===== src/hdl/conv2d_3x3_zero_pad_unit_assert.svh =====
// ----------------------------------------------------------------------------
// Assertion macros for the 3x3 convolution unit
// Immediate-next and same-cycle implication checks on clk, disabled in rst.
// ----------------------------------------------------------------------------
`ifndef CONV2D_3X3_ZERO_PAD_UNIT_ASSERT_SVH
`define CONV2D_3X3_ZERO_PAD_UNIT_ASSERT_SVH

// The condition must hold in the same cycle as the trigger.
`define C3ZP_ASSERT_NOW(label, trig, cond, msg) \
  label: assert property (@(posedge clk) disable iff (rst) (trig) |-> (cond)) \
    else $error(msg);

// The condition must hold in the cycle after the trigger.
`define C3ZP_ASSERT_NEXT(label, trig, cond, msg) \
  label: assert property (@(posedge clk) disable iff (rst) (trig) |=> (cond)) \
    else $error(msg);

`endif


===== src/hdl/c3zp_pkg.sv =====
// ----------------------------------------------------------------------------
// c3zp_pkg
// Shared constants, types and register indexes of the 3x3 convolution unit.
// ----------------------------------------------------------------------------
package c3zp_pkg;

  localparam int MAX_WIDTH  = 1024;
  localparam int MAX_HEIGHT = 1024;

  localparam int DIM_BITS  = 11;
  localparam int KROW_BITS = 24;
  localparam int RES_BITS  = 20;

  localparam int WW = $clog2(MAX_WIDTH + 1);
  localparam int HW = $clog2(MAX_HEIGHT + 1);
  localparam int CW = $clog2(MAX_WIDTH);
  localparam int RW = $clog2(MAX_HEIGHT + 2);
  localparam int PW = $clog2(MAX_WIDTH * MAX_HEIGHT + MAX_WIDTH + 1);

  localparam int MQ_DEPTH  = 4;
  localparam int QAW       = $clog2(MQ_DEPTH);
  localparam int QCW       = $clog2(MQ_DEPTH + 1);
  localparam int OUT_DEPTH = 8;
  localparam int OAW       = $clog2(OUT_DEPTH);
  localparam int OCW       = $clog2(OUT_DEPTH + 1);

  localparam int W_RESET_EFF = (1024 > MAX_WIDTH) ? MAX_WIDTH : 1024;
  localparam int H_RESET_EFF = (1024 > MAX_HEIGHT) ? MAX_HEIGHT : 1024;

  localparam logic [DIM_BITS-1:0]  WIDTH_RESET  = 11'd1024;
  localparam logic [DIM_BITS-1:0]  HEIGHT_RESET = 11'd1024;
  localparam logic [KROW_BITS-1:0] KTOP_RESET   = 24'h00FF00;
  localparam logic [KROW_BITS-1:0] KMID_RESET   = 24'hFF05FF;
  localparam logic [KROW_BITS-1:0] KBOT_RESET   = 24'h00FF00;

  localparam logic [2:0] CFG_IMAGE_WIDTH  = 3'd0;
  localparam logic [2:0] CFG_IMAGE_HEIGHT = 3'd1;
  localparam logic [2:0] CFG_KERNEL_TOP   = 3'd2;
  localparam logic [2:0] CFG_KERNEL_MID   = 3'd3;
  localparam logic [2:0] CFG_KERNEL_BOT   = 3'd4;

  typedef struct packed {
    logic emit;
    logic row_first;
    logic row_last;
    logic col_first;
    logic col_last;
    logic last;
  } c3zp_flags_t;

  typedef struct packed {
    logic [7:0]  upper;
    logic [7:0]  lower;
    logic [7:0]  pixel;
    c3zp_flags_t flags;
  } c3zp_item_t;

  typedef struct packed {
    logic busy;
    logic stage_valid;
  } c3zp_front_status_t;

  typedef enum logic [2:0] {
    RC_IDLE,
    RC_SIZE,
    RC_NPIX,
    RC_CHECK,
    RC_DIV
  } c3zp_rc_state_t;

endpackage


===== src/hdl/c3zp_queue.sv =====
// ----------------------------------------------------------------------------
// c3zp_queue
// Short first-in first-out queue of classified items between front and back.
// ----------------------------------------------------------------------------
module c3zp_queue import c3zp_pkg::*; (
  input  logic           clk,
  input  logic           rst,
  input  logic           push,
  input  c3zp_item_t     push_item,
  input  logic           pop,
  output c3zp_item_t     pop_item,
  output logic           empty,
  output logic [QCW-1:0] count
);

  c3zp_item_t     entries [MQ_DEPTH];
  logic [QAW-1:0] wr_ptr;
  logic [QAW-1:0] rd_ptr;

  assign empty    = (count == '0);
  assign pop_item = entries[rd_ptr];

  always_ff @(posedge clk) begin
    if (push) begin
      entries[wr_ptr] <= push_item;
    end
  end

  always_ff @(posedge clk) begin
    if (rst) begin
      wr_ptr <= '0;
      rd_ptr <= '0;
      count  <= '0;
    end else begin
      if (push) begin
        wr_ptr <= (wr_ptr == QAW'(MQ_DEPTH - 1)) ? '0 : wr_ptr + QAW'(1);
      end
      if (pop) begin
        rd_ptr <= (rd_ptr == QAW'(MQ_DEPTH - 1)) ? '0 : rd_ptr + QAW'(1);
      end
      count <= count + QCW'(push) - QCW'(pop);
    end
  end

endmodule


===== config.mk =====
export PLATFORM = sky130hd
export DESIGN_NAME = c3zp_queue
export DESIGN_NICKNAME = d
export VERILOG_FILES = /design/src/hdl/conv2d_3x3_zero_pad_unit_assert.svh /design/src/hdl/c3zp_pkg.sv /design/src/hdl/c3zp_queue.sv
export SDC_FILE = /design/constraint.sdc
export NUM_CORES = 1
export LEC_CHECK = 0
export BUFFER_PORTS_ARGS = -buffer_cell sky130_fd_sc_hd__clkbuf_2
export CORE_MARGIN = 2
export CORE_UTILIZATION = 48
export DETAILED_ROUTE_END_ITERATION = 16
export PLACE_DENSITY = 0.71
export SYNTH_ARGS = -nofsm -noshare
export SYNTH_HDL_FRONTEND = slang
export SYNTH_SLANG_ARGS = --single-unit

===== constraint.sdc =====
create_clock -name clk -period 1.7 [get_ports clk]
set_input_delay 0 -clock clk [delete_from_list [all_inputs] [get_ports clk]]
set_output_delay 0 -clock clk [all_outputs]
set_load 0.02 [all_outputs]

==> impl_metrics.ini <==
[critical_path]
crit_chain = buf_12 -> mux4_2 -> buf_6
crit_path_start_kind = register
required_ns = 1.70
r2r_start = count[0]
cp_data_arrival_time_ns = 1.77
rrSetupSlack_ns = 0.09
rr_worst_depth = 8
path_max_fanout = 12
path_buf_inv = 2
slowest_delay_ns = 0.55
end_kind = output pin
cpMaxStageDelayCell = mux4_2
rr_endpoint = count[2]
critPathTopFamily = multiplexers
path_class = register to output pin

[hold_path]
min_path_type = input port to register
hold_depth = 2
hold_end = entries[0][13]
min_from = push_item[13]

[timing]
drv_slew = 0
fin_ws_ns = -0.07400
worstMarginPinSlew_ns = 0.8021
holdWs_ns = 0.2412
min_period_ns = 1.774
rsz0062_at_grt = yes
post-route-period-util_pct = 104.4
slew_headroom_pct = 46.53
clock_skew_ns = 0.006238
hold_violations = 0
max_freq_mhz = 563.7
setup_viol = 30

[synthesis]
synth_area_leaders = edfxtp_1 (76%), mux4_2 (14%), dfxtp_1 (3.8%), ha_1 (1.8%), buf_6 (0.71%)
netlist_area_um2 = 4768
yosys.cell_count.top_type = edfxtp_1
syn-num-nets = 239
synthesis.instances = 197
synth_cell_types = 18
synth_top_area_share_pct = 75.57
synth_seq_cells = 129
yosysWarnings = 0
synth-main-ff-cell = edfxtp_1
synth.top_cells.by_count = edfxtp_1 (120), mux4_2 (30), dfxtp_1 (9)
synth_top_area_cell = edfxtp_1
async_reset_ff_share_pct = 0
ys_seq_area_share_pct = 79.35
synth_edf_count = 120
postSynthAreaPerCell_um2 = 24.20

[placement]
place_congestion = 0.6732
place_area_um2 = 5311
hpwl_mm = 4.603
port_buffers = 67

[outcome]
status = finished with violations
failed_checks = setup timing

[floorplanning]
die_w_um = 103.7
rows = 36
initial_utilization_pct = 49.01
die-area_um2 = 10750
ios = 68
core_um2 = 9729
die_h_um = 103.7

[cells_and_area]
nets = 359
postLayoutCellArea_um2 = 6236
layout-drive-gt1-share_pct = 41.95
num-fill-cells = 684
diodes = 0
areaGrowthSynthToFinish_pct = 30.78

[clock_network]
clock-sinks = 129
cts_setup_buffers = 0
insertion_delay_ns = 0.51
cts_tree = built
htree_levels = 4
cts_buffers = 17
clk_pin_slew_ns = 0.06
cts_buffer_depth = 2
cts_root_buf = clkbuf_8

[global_routing]
grt_max_degree = 31
track_usage_pct = 16.16
gr-total-overflow = 0
grt_pass1_wl_mm = 12.57
antenna_found_initial = 0
grt_pass1_vias = 2388

[routing]
vias = 2310
ant_nets = 0
drt-total-wl_mm = 8.061
first_pass_iters = 4
wl_per_cell_um = 17.45
drtIter0Drc = 103
drc = 0
vias_per_cell = 5.000

[pwr]
p_per_area_nw_per_um2 = 1250
max-vdd-ir-drop_mv = 0.7198
total_leakage_power_nw = 2.212
power_w = 0.007794

[job]
drv_cap = 0
worst max-delay path by stage:
stage	from	end	slack [ns]	cells after the start
2_1_floorplan	wr_ptr[0]	entries[3][0]	0.03	2
3_3_place_gp	wr_ptr[1]	entries[0][29]	0.05	3
3_5_place_dp	wr_ptr[1]	entries[0][29]	0.01	3
4_1_cts	register	pop_item[19]	-0.14	3
5_1_grt	register	pop_item[16]	-0.15	3
6_report	register	pop_item[22]	-0.07	3
state kept, by name (all words and copies together), names as in the netlist, named ones only:
name / flops
count: 3
rd_ptr: 2
wr_ptr: 2
entries: 120
repair_timing:
| item | CTS | global route |
|---|---|---|
| cloned | 0 | 1 |
| setup endpoints to repair | 47 | 60 |
| gates resized for setup | 3 | 25 |
| pin swaps | 0 | 0 |
| hold endpoints to repair | 129 | 0 |
| hold buffers | 33 | 0 |
final cells by class:
class	count	area [µm²]	share of cell area (%)
Tap cell	133	166.4	2.669
Multi-Input combinational cell	57	924.6	14.83
Clock inverter	13	121.4	1.946
Sequential cell	129	3789	60.75
Clock buffer	18	417.9	6.701
Inverter	5	18.77	0.3010
Timing Repair Buffer	107	798.3	12.80
logic make-up after synthesis:
group                    after synthesis  share of synthesized area [%]
flip-flops                           129                          79.35
multiplexers                          32                          14.59
AND/OR/NAND/NOR                       14                          1.705
buffers and inverters                 11                          1.417
adder cells (fa/ha/maj)                8                          2.257
AO/OA/AOI/OAI                          2                         0.2099
XOR/XNOR                               1                         0.4723
per-stage QoR:
stage | TNS [ns] | std cells | utilization (%) | worst slack (ns)
floorplan | 0 | 197 | - | 0.02645
global placement | 0 | 397 | 54.59 | 0.05477
finish | -1.339 | 462 | 64.09 | -0.07400
detailed placement | 0 | 397 | 54.59 | 0.01207
CTS | -3.326 | 461 | 63.62 | -0.1367
global route | -3.560 | 462 | 64.09 | -0.1523
placed cells by master, fill, tap and decap left out:
cell type        n
clkbuf_8         1
nand2b_1         2
clkinv_1         3
mux2i_1          2
buf_6            2
nor2b_1          1
dfxtp_1          7
nor3_1           1
buf_2           16
buf_4            2
a21oi_1          2
clkbuf_1         1
or3b_2           1
dfxtp_4          1
bufinv_16        2
and2_4           2
mux4_2          30
buf_12           4
and2_2           2
xnor3_1          1
nor2_1           4
clkinv_2         4
fa_1             1
ha_1             7
clkbuf_2        49
clkbuf_16       17
edfxtp_1       120
inv_1            5
or3b_1           1
dlygate4sd3_1   33
dfxtp_2          1
clkinvlp_4       4
layer usage:
| metal | vias to the layer above | GRT usage [%] | wire, µm |
|---|---|---|---|
| met2 | 66 | 25.83 | 4046 |
| met1 | 1172 | 19.69 | 3549 |
| li1 | 1062 | - | - |
| met4 | 0 | 7.529 | 104 |
| met3 | 10 | 6.042 | 360 |
| met5 | - | 0 | 0 |
worst reg2reg max path, cell delays in order (launching register included):
cell and delay (ns):
dfxtp_1 0.36, inv_1 0.05, ha_1 0.26, inv_1 0.05, ha_1 0.13, inv_1 0.05
fa_1 0.36, xnor3_1 0.20, nor2_1 0.04
where the power goes:
part	total, W	internal (W)	switching [W]
sequential	0.00369	0.00363	0.0000623
clock	0.00325	0.00204	0.00121
combinational	0.000849	0.000407	0.000442
(Power assumes the default switching activity.)
