$ cat src/hdl/conv2d_3x3_zero_pad_unit_assert.svh
// ----------------------------------------------------------------------------
// Assertion macros for the 3x3 convolution unit
// Immediate-next and same-cycle implication checks on clk, disabled in rst.
// ----------------------------------------------------------------------------
`ifndef CONV2D_3X3_ZERO_PAD_UNIT_ASSERT_SVH
`define CONV2D_3X3_ZERO_PAD_UNIT_ASSERT_SVH

// The condition must hold in the same cycle as the trigger.
`define C3ZP_ASSERT_NOW(label, trig, cond, msg) \
  label: assert property (@(posedge clk) disable iff (rst) (trig) |-> (cond)) \
    else $error(msg);

// The condition must hold in the cycle after the trigger.
`define C3ZP_ASSERT_NEXT(label, trig, cond, msg) \
  label: assert property (@(posedge clk) disable iff (rst) (trig) |=> (cond)) \
    else $error(msg);

`endif

$ cat src/hdl/c3zp_pkg.sv
// ----------------------------------------------------------------------------
// c3zp_pkg
// Shared constants, types and register indexes of the 3x3 convolution unit.
// ----------------------------------------------------------------------------
package c3zp_pkg;

  localparam int MAX_WIDTH  = 1024;
  localparam int MAX_HEIGHT = 1024;

  localparam int DIM_BITS  = 11;
  localparam int KROW_BITS = 24;
  localparam int RES_BITS  = 20;

  localparam int WW = $clog2(MAX_WIDTH + 1);
  localparam int HW = $clog2(MAX_HEIGHT + 1);
  localparam int CW = $clog2(MAX_WIDTH);
  localparam int RW = $clog2(MAX_HEIGHT + 2);
  localparam int PW = $clog2(MAX_WIDTH * MAX_HEIGHT + MAX_WIDTH + 1);

  localparam int MQ_DEPTH  = 4;
  localparam int QAW       = $clog2(MQ_DEPTH);
  localparam int QCW       = $clog2(MQ_DEPTH + 1);
  localparam int OUT_DEPTH = 8;
  localparam int OAW       = $clog2(OUT_DEPTH);
  localparam int OCW       = $clog2(OUT_DEPTH + 1);

  localparam int W_RESET_EFF = (1024 > MAX_WIDTH) ? MAX_WIDTH : 1024;
  localparam int H_RESET_EFF = (1024 > MAX_HEIGHT) ? MAX_HEIGHT : 1024;

  localparam logic [DIM_BITS-1:0]  WIDTH_RESET  = 11'd1024;
  localparam logic [DIM_BITS-1:0]  HEIGHT_RESET = 11'd1024;
  localparam logic [KROW_BITS-1:0] KTOP_RESET   = 24'h00FF00;
  localparam logic [KROW_BITS-1:0] KMID_RESET   = 24'hFF05FF;
  localparam logic [KROW_BITS-1:0] KBOT_RESET   = 24'h00FF00;

  localparam logic [2:0] CFG_IMAGE_WIDTH  = 3'd0;
  localparam logic [2:0] CFG_IMAGE_HEIGHT = 3'd1;
  localparam logic [2:0] CFG_KERNEL_TOP   = 3'd2;
  localparam logic [2:0] CFG_KERNEL_MID   = 3'd3;
  localparam logic [2:0] CFG_KERNEL_BOT   = 3'd4;

  typedef struct packed {
    logic emit;
    logic row_first;
    logic row_last;
    logic col_first;
    logic col_last;
    logic last;
  } c3zp_flags_t;

  typedef struct packed {
    logic [7:0]  upper;
    logic [7:0]  lower;
    logic [7:0]  pixel;
    c3zp_flags_t flags;
  } c3zp_item_t;

  typedef struct packed {
    logic busy;
    logic stage_valid;
  } c3zp_front_status_t;

  typedef enum logic [2:0] {
    RC_IDLE,
    RC_SIZE,
    RC_NPIX,
    RC_CHECK,
    RC_DIV
  } c3zp_rc_state_t;

endpackage

$ cat src/hdl/c3zp_back.sv
// ----------------------------------------------------------------------------
// c3zp_back
// Sliding 3x3 window, masked multiply-accumulate pipeline and result queue.
// ----------------------------------------------------------------------------
module c3zp_back import c3zp_pkg::*; (
  input  logic                 clk,
  input  logic                 rst,
  input  logic [KROW_BITS-1:0] kernel_top,
  input  logic [KROW_BITS-1:0] kernel_mid,
  input  logic [KROW_BITS-1:0] kernel_bot,
  input  logic                 q_empty,
  input  c3zp_item_t           q_item,
  output logic                 q_pop,
  output logic                 empty,
  input  logic                 pop,
  output logic [RES_BITS-1:0]  filtered_value,
  output logic                 last_of_image
);

  logic [7:0]  win [3][3];
  logic        s1_valid, s2_valid, s3_valid;
  c3zp_flags_t s1_flags, s2_flags, s3_flags;

  logic signed [16:0] prd_next [3][3];
  logic signed [16:0] prd [3][3];
  logic signed [18:0] row_sum [3];
  logic signed [RES_BITS:0] total;
  logic [KROW_BITS-1:0] krows [3];
  logic [2:0] row_on;
  logic [2:0] col_on;

  logic [RES_BITS-1:0] out_value [OUT_DEPTH];
  logic                out_last  [OUT_DEPTH];
  logic [OAW-1:0]      out_wr;
  logic [OAW-1:0]      out_rd;
  logic [OCW-1:0]      out_count;
  logic [OCW:0]        pending;
  logic                out_push;
  logic                out_pop;

  assign pending = {1'b0, out_count} + (OCW+1)'(s1_valid) + (OCW+1)'(s2_valid) +
                   (OCW+1)'(s3_valid);
  assign q_pop   = !q_empty && (pending < (OCW+1)'(OUT_DEPTH));

  always_ff @(posedge clk) begin
    if (rst) begin
      for (int r = 0; r < 3; r++) begin
        for (int c = 0; c < 3; c++) begin
          win[r][c] <= 8'd0;
        end
      end
    end else if (q_pop) begin
      for (int r = 0; r < 3; r++) begin
        win[r][0] <= win[r][1];
        win[r][1] <= win[r][2];
      end
      win[0][2] <= q_item.upper;
      win[1][2] <= q_item.lower;
      win[2][2] <= q_item.pixel;
    end
  end

  always_ff @(posedge clk) begin
    if (rst) begin
      s1_valid <= 1'b0;
      s2_valid <= 1'b0;
      s3_valid <= 1'b0;
    end else begin
      s1_valid <= q_pop;
      s2_valid <= s1_valid;
      s3_valid <= s2_valid;
    end
  end

  assign krows[0] = kernel_top;
  assign krows[1] = kernel_mid;
  assign krows[2] = kernel_bot;
  assign row_on   = {!s1_flags.row_last, 1'b1, !s1_flags.row_first};
  assign col_on   = {!s1_flags.col_last, 1'b1, !s1_flags.col_first};

  always_comb begin
    for (int r = 0; r < 3; r++) begin
      for (int c = 0; c < 3; c++) begin
        if (row_on[r] && col_on[c]) begin
          prd_next[r][c] = $signed({1'b0, win[r][c]}) * $signed(krows[r][8*c +: 8]);
        end else begin
          prd_next[r][c] = '0;
        end
      end
    end
  end

  always_ff @(posedge clk) begin
    if (q_pop) begin
      s1_flags <= q_item.flags;
    end
    prd      <= prd_next;
    s2_flags <= s1_flags;
    s3_flags <= s2_flags;
    for (int r = 0; r < 3; r++) begin
      row_sum[r] <= 19'(prd[r][0]) + 19'(prd[r][1]) + 19'(prd[r][2]);
    end
  end

  assign total    = (RES_BITS+1)'(row_sum[0]) + (RES_BITS+1)'(row_sum[1]) +
                    (RES_BITS+1)'(row_sum[2]);
  assign out_push = s3_valid && s3_flags.emit;
  assign out_pop  = pop && !empty;
  assign empty    = (out_count == '0);

  always_ff @(posedge clk) begin
    if (out_push) begin
      out_value[out_wr] <= total[RES_BITS-1:0];
      out_last[out_wr]  <= s3_flags.last;
    end
  end

  always_ff @(posedge clk) begin
    if (rst) begin
      out_wr    <= '0;
      out_rd    <= '0;
      out_count <= '0;
    end else begin
      if (out_push) begin
        out_wr <= (out_wr == OAW'(OUT_DEPTH - 1)) ? '0 : out_wr + OAW'(1);
      end
      if (out_pop) begin
        out_rd <= (out_rd == OAW'(OUT_DEPTH - 1)) ? '0 : out_rd + OAW'(1);
      end
      out_count <= out_count + OCW'(out_push) - OCW'(out_pop);
    end
  end

  assign filtered_value = out_value[out_rd];
  assign last_of_image  = out_last[out_rd];

endmodule

$ cat config.mk
export PLATFORM = sky130hd
export DESIGN_NAME = c3zp_back
export DESIGN_NICKNAME = d
export VERILOG_FILES = /design/src/hdl/conv2d_3x3_zero_pad_unit_assert.svh /design/src/hdl/c3zp_pkg.sv /design/src/hdl/c3zp_back.sv
export SDC_FILE = /design/constraint.sdc
export NUM_CORES = 2
export LEC_CHECK = 0
export BUFFER_PORTS_ARGS = -buffer_cell sky130_fd_sc_hd__buf_2
export CAP_MARGIN = 0
export CORE_MARGIN = 2
export CORE_UTILIZATION = 25
export CTS_BUF_LIST = sky130_fd_sc_hd__clkbuf_2 sky130_fd_sc_hd__clkbuf_4 sky130_fd_sc_hd__clkbuf_8
export DETAILED_ROUTE_END_ITERATION = 10
export HOLD_SLACK_MARGIN = 0.15
export PLACE_DENSITY = 0.49
export SETUP_SLACK_MARGIN = 0.2
export SLEW_MARGIN = 20
export SYNTH_ARGS = -nofsm -noshare
export SYNTH_HDL_FRONTEND = slang
export SYNTH_SLANG_ARGS = --single-unit
$ cat constraint.sdc
create_clock -name clk -period 6.95 [get_ports clk]
set_input_delay 0.3475 -clock clk [delete_from_list [all_inputs] [get_ports clk]]
set_output_delay 0.3475 -clock clk [all_outputs]
set_load 0.03 [all_outputs]
==> metrics.txt <==
antenna-violating nets left 0; Final Net Count 4890; area of the die 160000 um2; count of max-cap constraint violations 0; crit-path max FO 9; overall power 19.8 mW; Avg Vias per Cell 4.27; class of the most critical setup path reg2reg; leading post-synthesis cells by instance count sky130_fd_sc_hd__inv_1, sky130_fd_sc_hd__ha_1, sky130_fd_sc_hd__and2_1; final instance count without filler cells between 6000 and 7000; clk sink count between 400 and 500; clock-pin slew of the registers on the worst-case setup and hold paths 60 ps; Relative slew margins 0.389; insertion delay to the later sink of the worst-skew pair between 700 and 800 ps; y dimension of the die between 300 and 400 um; Setup TNS Final 0 ps; number of fillers in the final layout 16139; per-cell routed wire length 15.8 um; PortBufs roughly 130; maximum achievable frequency 210 MHz; buffers inserted during post-CTS setup optimization 0; pin count of the biggest net entering global routing 74; Mapped Avg Cell Area 10.7 um2; count of endpoints failing hold in the final timing report 0; combined area of all synthesized cells 39200 um2; Period Utilization, post-route 0.685; clock buffer count from CTS approximately 90; maximum resistive drop on vdd 0.461 mV; Global Route Usage Sum 0.123; Layout Area Growth over Synthesis 14.7%; floorplan row count 145; fraction of registers with async set or reset after synthesis 0; synthesized instance count 3666; final WL 95.5 mm; outcome complete, no violations; number of remaining DRC errors 0; hold crit path type in2reg; worst-case setup margin in the final layout 2190 ps; count of yosys warnings during synthesis 0; root buffer selected by CTS sky130_fd_sc_hd__clkbuf_8; clock buffer depth 3; placed wire-length estimate after detailed placement 75.0 mm; post-synthesis net count roughly 4600; cells resized by post-CTS repair 0; number of global-route vias before repair 27791; pre-CTS setup slack 2250 ps; clock skew after layout roughly 55 ps; remaining global-route overflow 0; TritonCTS clock tree done; sort of element at the start of the critical path register; Seq cells post-synth between 400 and 500; final critical delay including setup and external delays 4760 ps; drt first-iter violations 1191; count of different cell masters after synthesis 74; area of the core about 160000 um2; fraction of the yosys area taken by sequential cells 0.306; number of flops mapped to enable cells by yosys 246; antenna violations before repair 18; number of max-slew violations in the final report 0; most used flip-flop cell after synthesis sky130_fd_sc_hd__edfxtp_1; die extent in x approximately 400 um; share of cells above drive strength 1 0.0985; count of final setup violators 0; final core area utilization 0.288; I/O pin cnt 129; Worst Tran Pin Value 909 ps; nature of the critical path endpoint register; Required @ worst endpoint 7600 ps; Routability Congestion 0.803; htree depth 3; library cell with the largest summed area after synthesis sky130_fd_sc_hd__fa_1; cell with the most instances after synthesis sky130_fd_sc_hd__inv_1; wire length of the first global-routing pass 154 mm; post-route cell area 44900 um2; critical path data arrival time approximately 5400 ps; Power Dens Cells 441 nW/um2; smallest hold slack 218 ps; Post-Place Cells 5824; unrepaired setup endpoints after global routing false; number of search-and-repair iterations in the first detailed-routing pass 5; starting density of the core 0.251; Leak 20.3 nW; area post-placement 42400 um2; area share of the largest cell type after synthesis 0.209; synth top area cells sky130_fd_sc_hd__fa_1, sky130_fd_sc_hd__edfxtp_1, sky130_fd_sc_hd__ha_1; number of vias after detailed routing ~26000; count of hold-fix buffers inserted at cts 50
cells by family after synthesis:
| family | share of synthesized area |
|---|---|
| flops | 0.306 |
| mux | 0.0318 |
| xor+xnor | 0.0297 |
| buf+inv | 0.0575 |
| simple gates | 0.147 |
| compound gates | 0.0700 |
| fa+ha+maj | 0.358 |
layout by cell type, fill, tap and decap left out, drive strengths merged, types with 34 or more instances in the layout:
| cell | netlist | layout |
|---|---|---|
| clkbuf | 34 | 121 |
| a21o | 40 | 40 |
| nand2 | 225 | 225 |
| xnor2 | 86 | 86 |
| xor2 | 47 | 47 |
| mux4 | 42 | 42 |
| nand2b | 50 | 50 |
| o21ai | 88 | 88 |
| a21oi | 116 | 116 |
| nand3 | 36 | 36 |
| inv | 556 | 563 |
| buf | 8 | 143 |
| nor2b | 49 | 49 |
| and2 | 446 | 446 |
| edfxtp | 246 | 246 |
| o21a | 34 | 34 |
| dlygate4sd3 | 0 | 50 |
| nor3 | 42 | 42 |
| ha | 467 | 467 |
| nor2 | 196 | 196 |
| dfxtp | 230 | 230 |
| fa | 409 | 409 |
worst max-delay path: stages (launching register included):
cell                       delay, ps
sky130_fd_sc_hd__edfxtp_1        550
sky130_fd_sc_hd__nand2_1         140
sky130_fd_sc_hd__fa_1            510
sky130_fd_sc_hd__fa_1            520
sky130_fd_sc_hd__inv_1            50
sky130_fd_sc_hd__fa_1            530
sky130_fd_sc_hd__inv_1            50
sky130_fd_sc_hd__fa_1            470
sky130_fd_sc_hd__inv_1            40
sky130_fd_sc_hd__ha_1            310
sky130_fd_sc_hd__o21ai_0         160
sky130_fd_sc_hd__o21ai_0         360
sky130_fd_sc_hd__a211oi_1        180
sky130_fd_sc_hd__nor4_1          400
sky130_fd_sc_hd__nor3_1           80
sky130_fd_sc_hd__nor3_1          280
state kept, by name, summed over array words and instances, names as in the netlist, named ones only:
signal     count
s3_flags       2
prd          153
s3_valid       1
row_sum       57
s2_valid       1
out_value    160
win           72
out_rd         3
s2_flags       2
out_count      4
out_last       8
s1_flags       6
s1_valid       1
out_wr         3
layout make-up:
class	instances	area, um2	share of cell area
well taps	2058	2570	0.0573
clock inverters	43	483	0.0107
inverters	556	2090	0.0464
diodes	6	15.0	0.000334
multi-input cells	2592	25000	0.556
repair buffers	193	1270	0.0283
clock buffers	121	1520	0.0339
flip-flops and latches	476	12000	0.267
report_power, final:
group          switching, mW  internal [mW]
Combinational           6.93           4.55
Sequential             0.559           4.73
Clock                   1.30           1.75
Total                   8.79           11.0
layer usage:
layer	track usage	routed length, um	up-vias
met2	0.214	47100	289
met5	0	103	-
li1	-	-	12607
met1	0.157	43100	12793
met4	0.0295	1830	16
met3	0.0217	3390	113
worst paths after layout:
path,from,endpoint,slack [ps],cells after the start
worst max register to register,win[0][7],prd[117],2190,15
worst max-delay path,win[0][7],prd[117],2190,15
worst min-delay path,kernel_bot[1],prd[35],220,4
worst min register to register,s2_flags[0],s3_flags[0],340,0
Note: power is estimated with default switching activity, not from simulation.
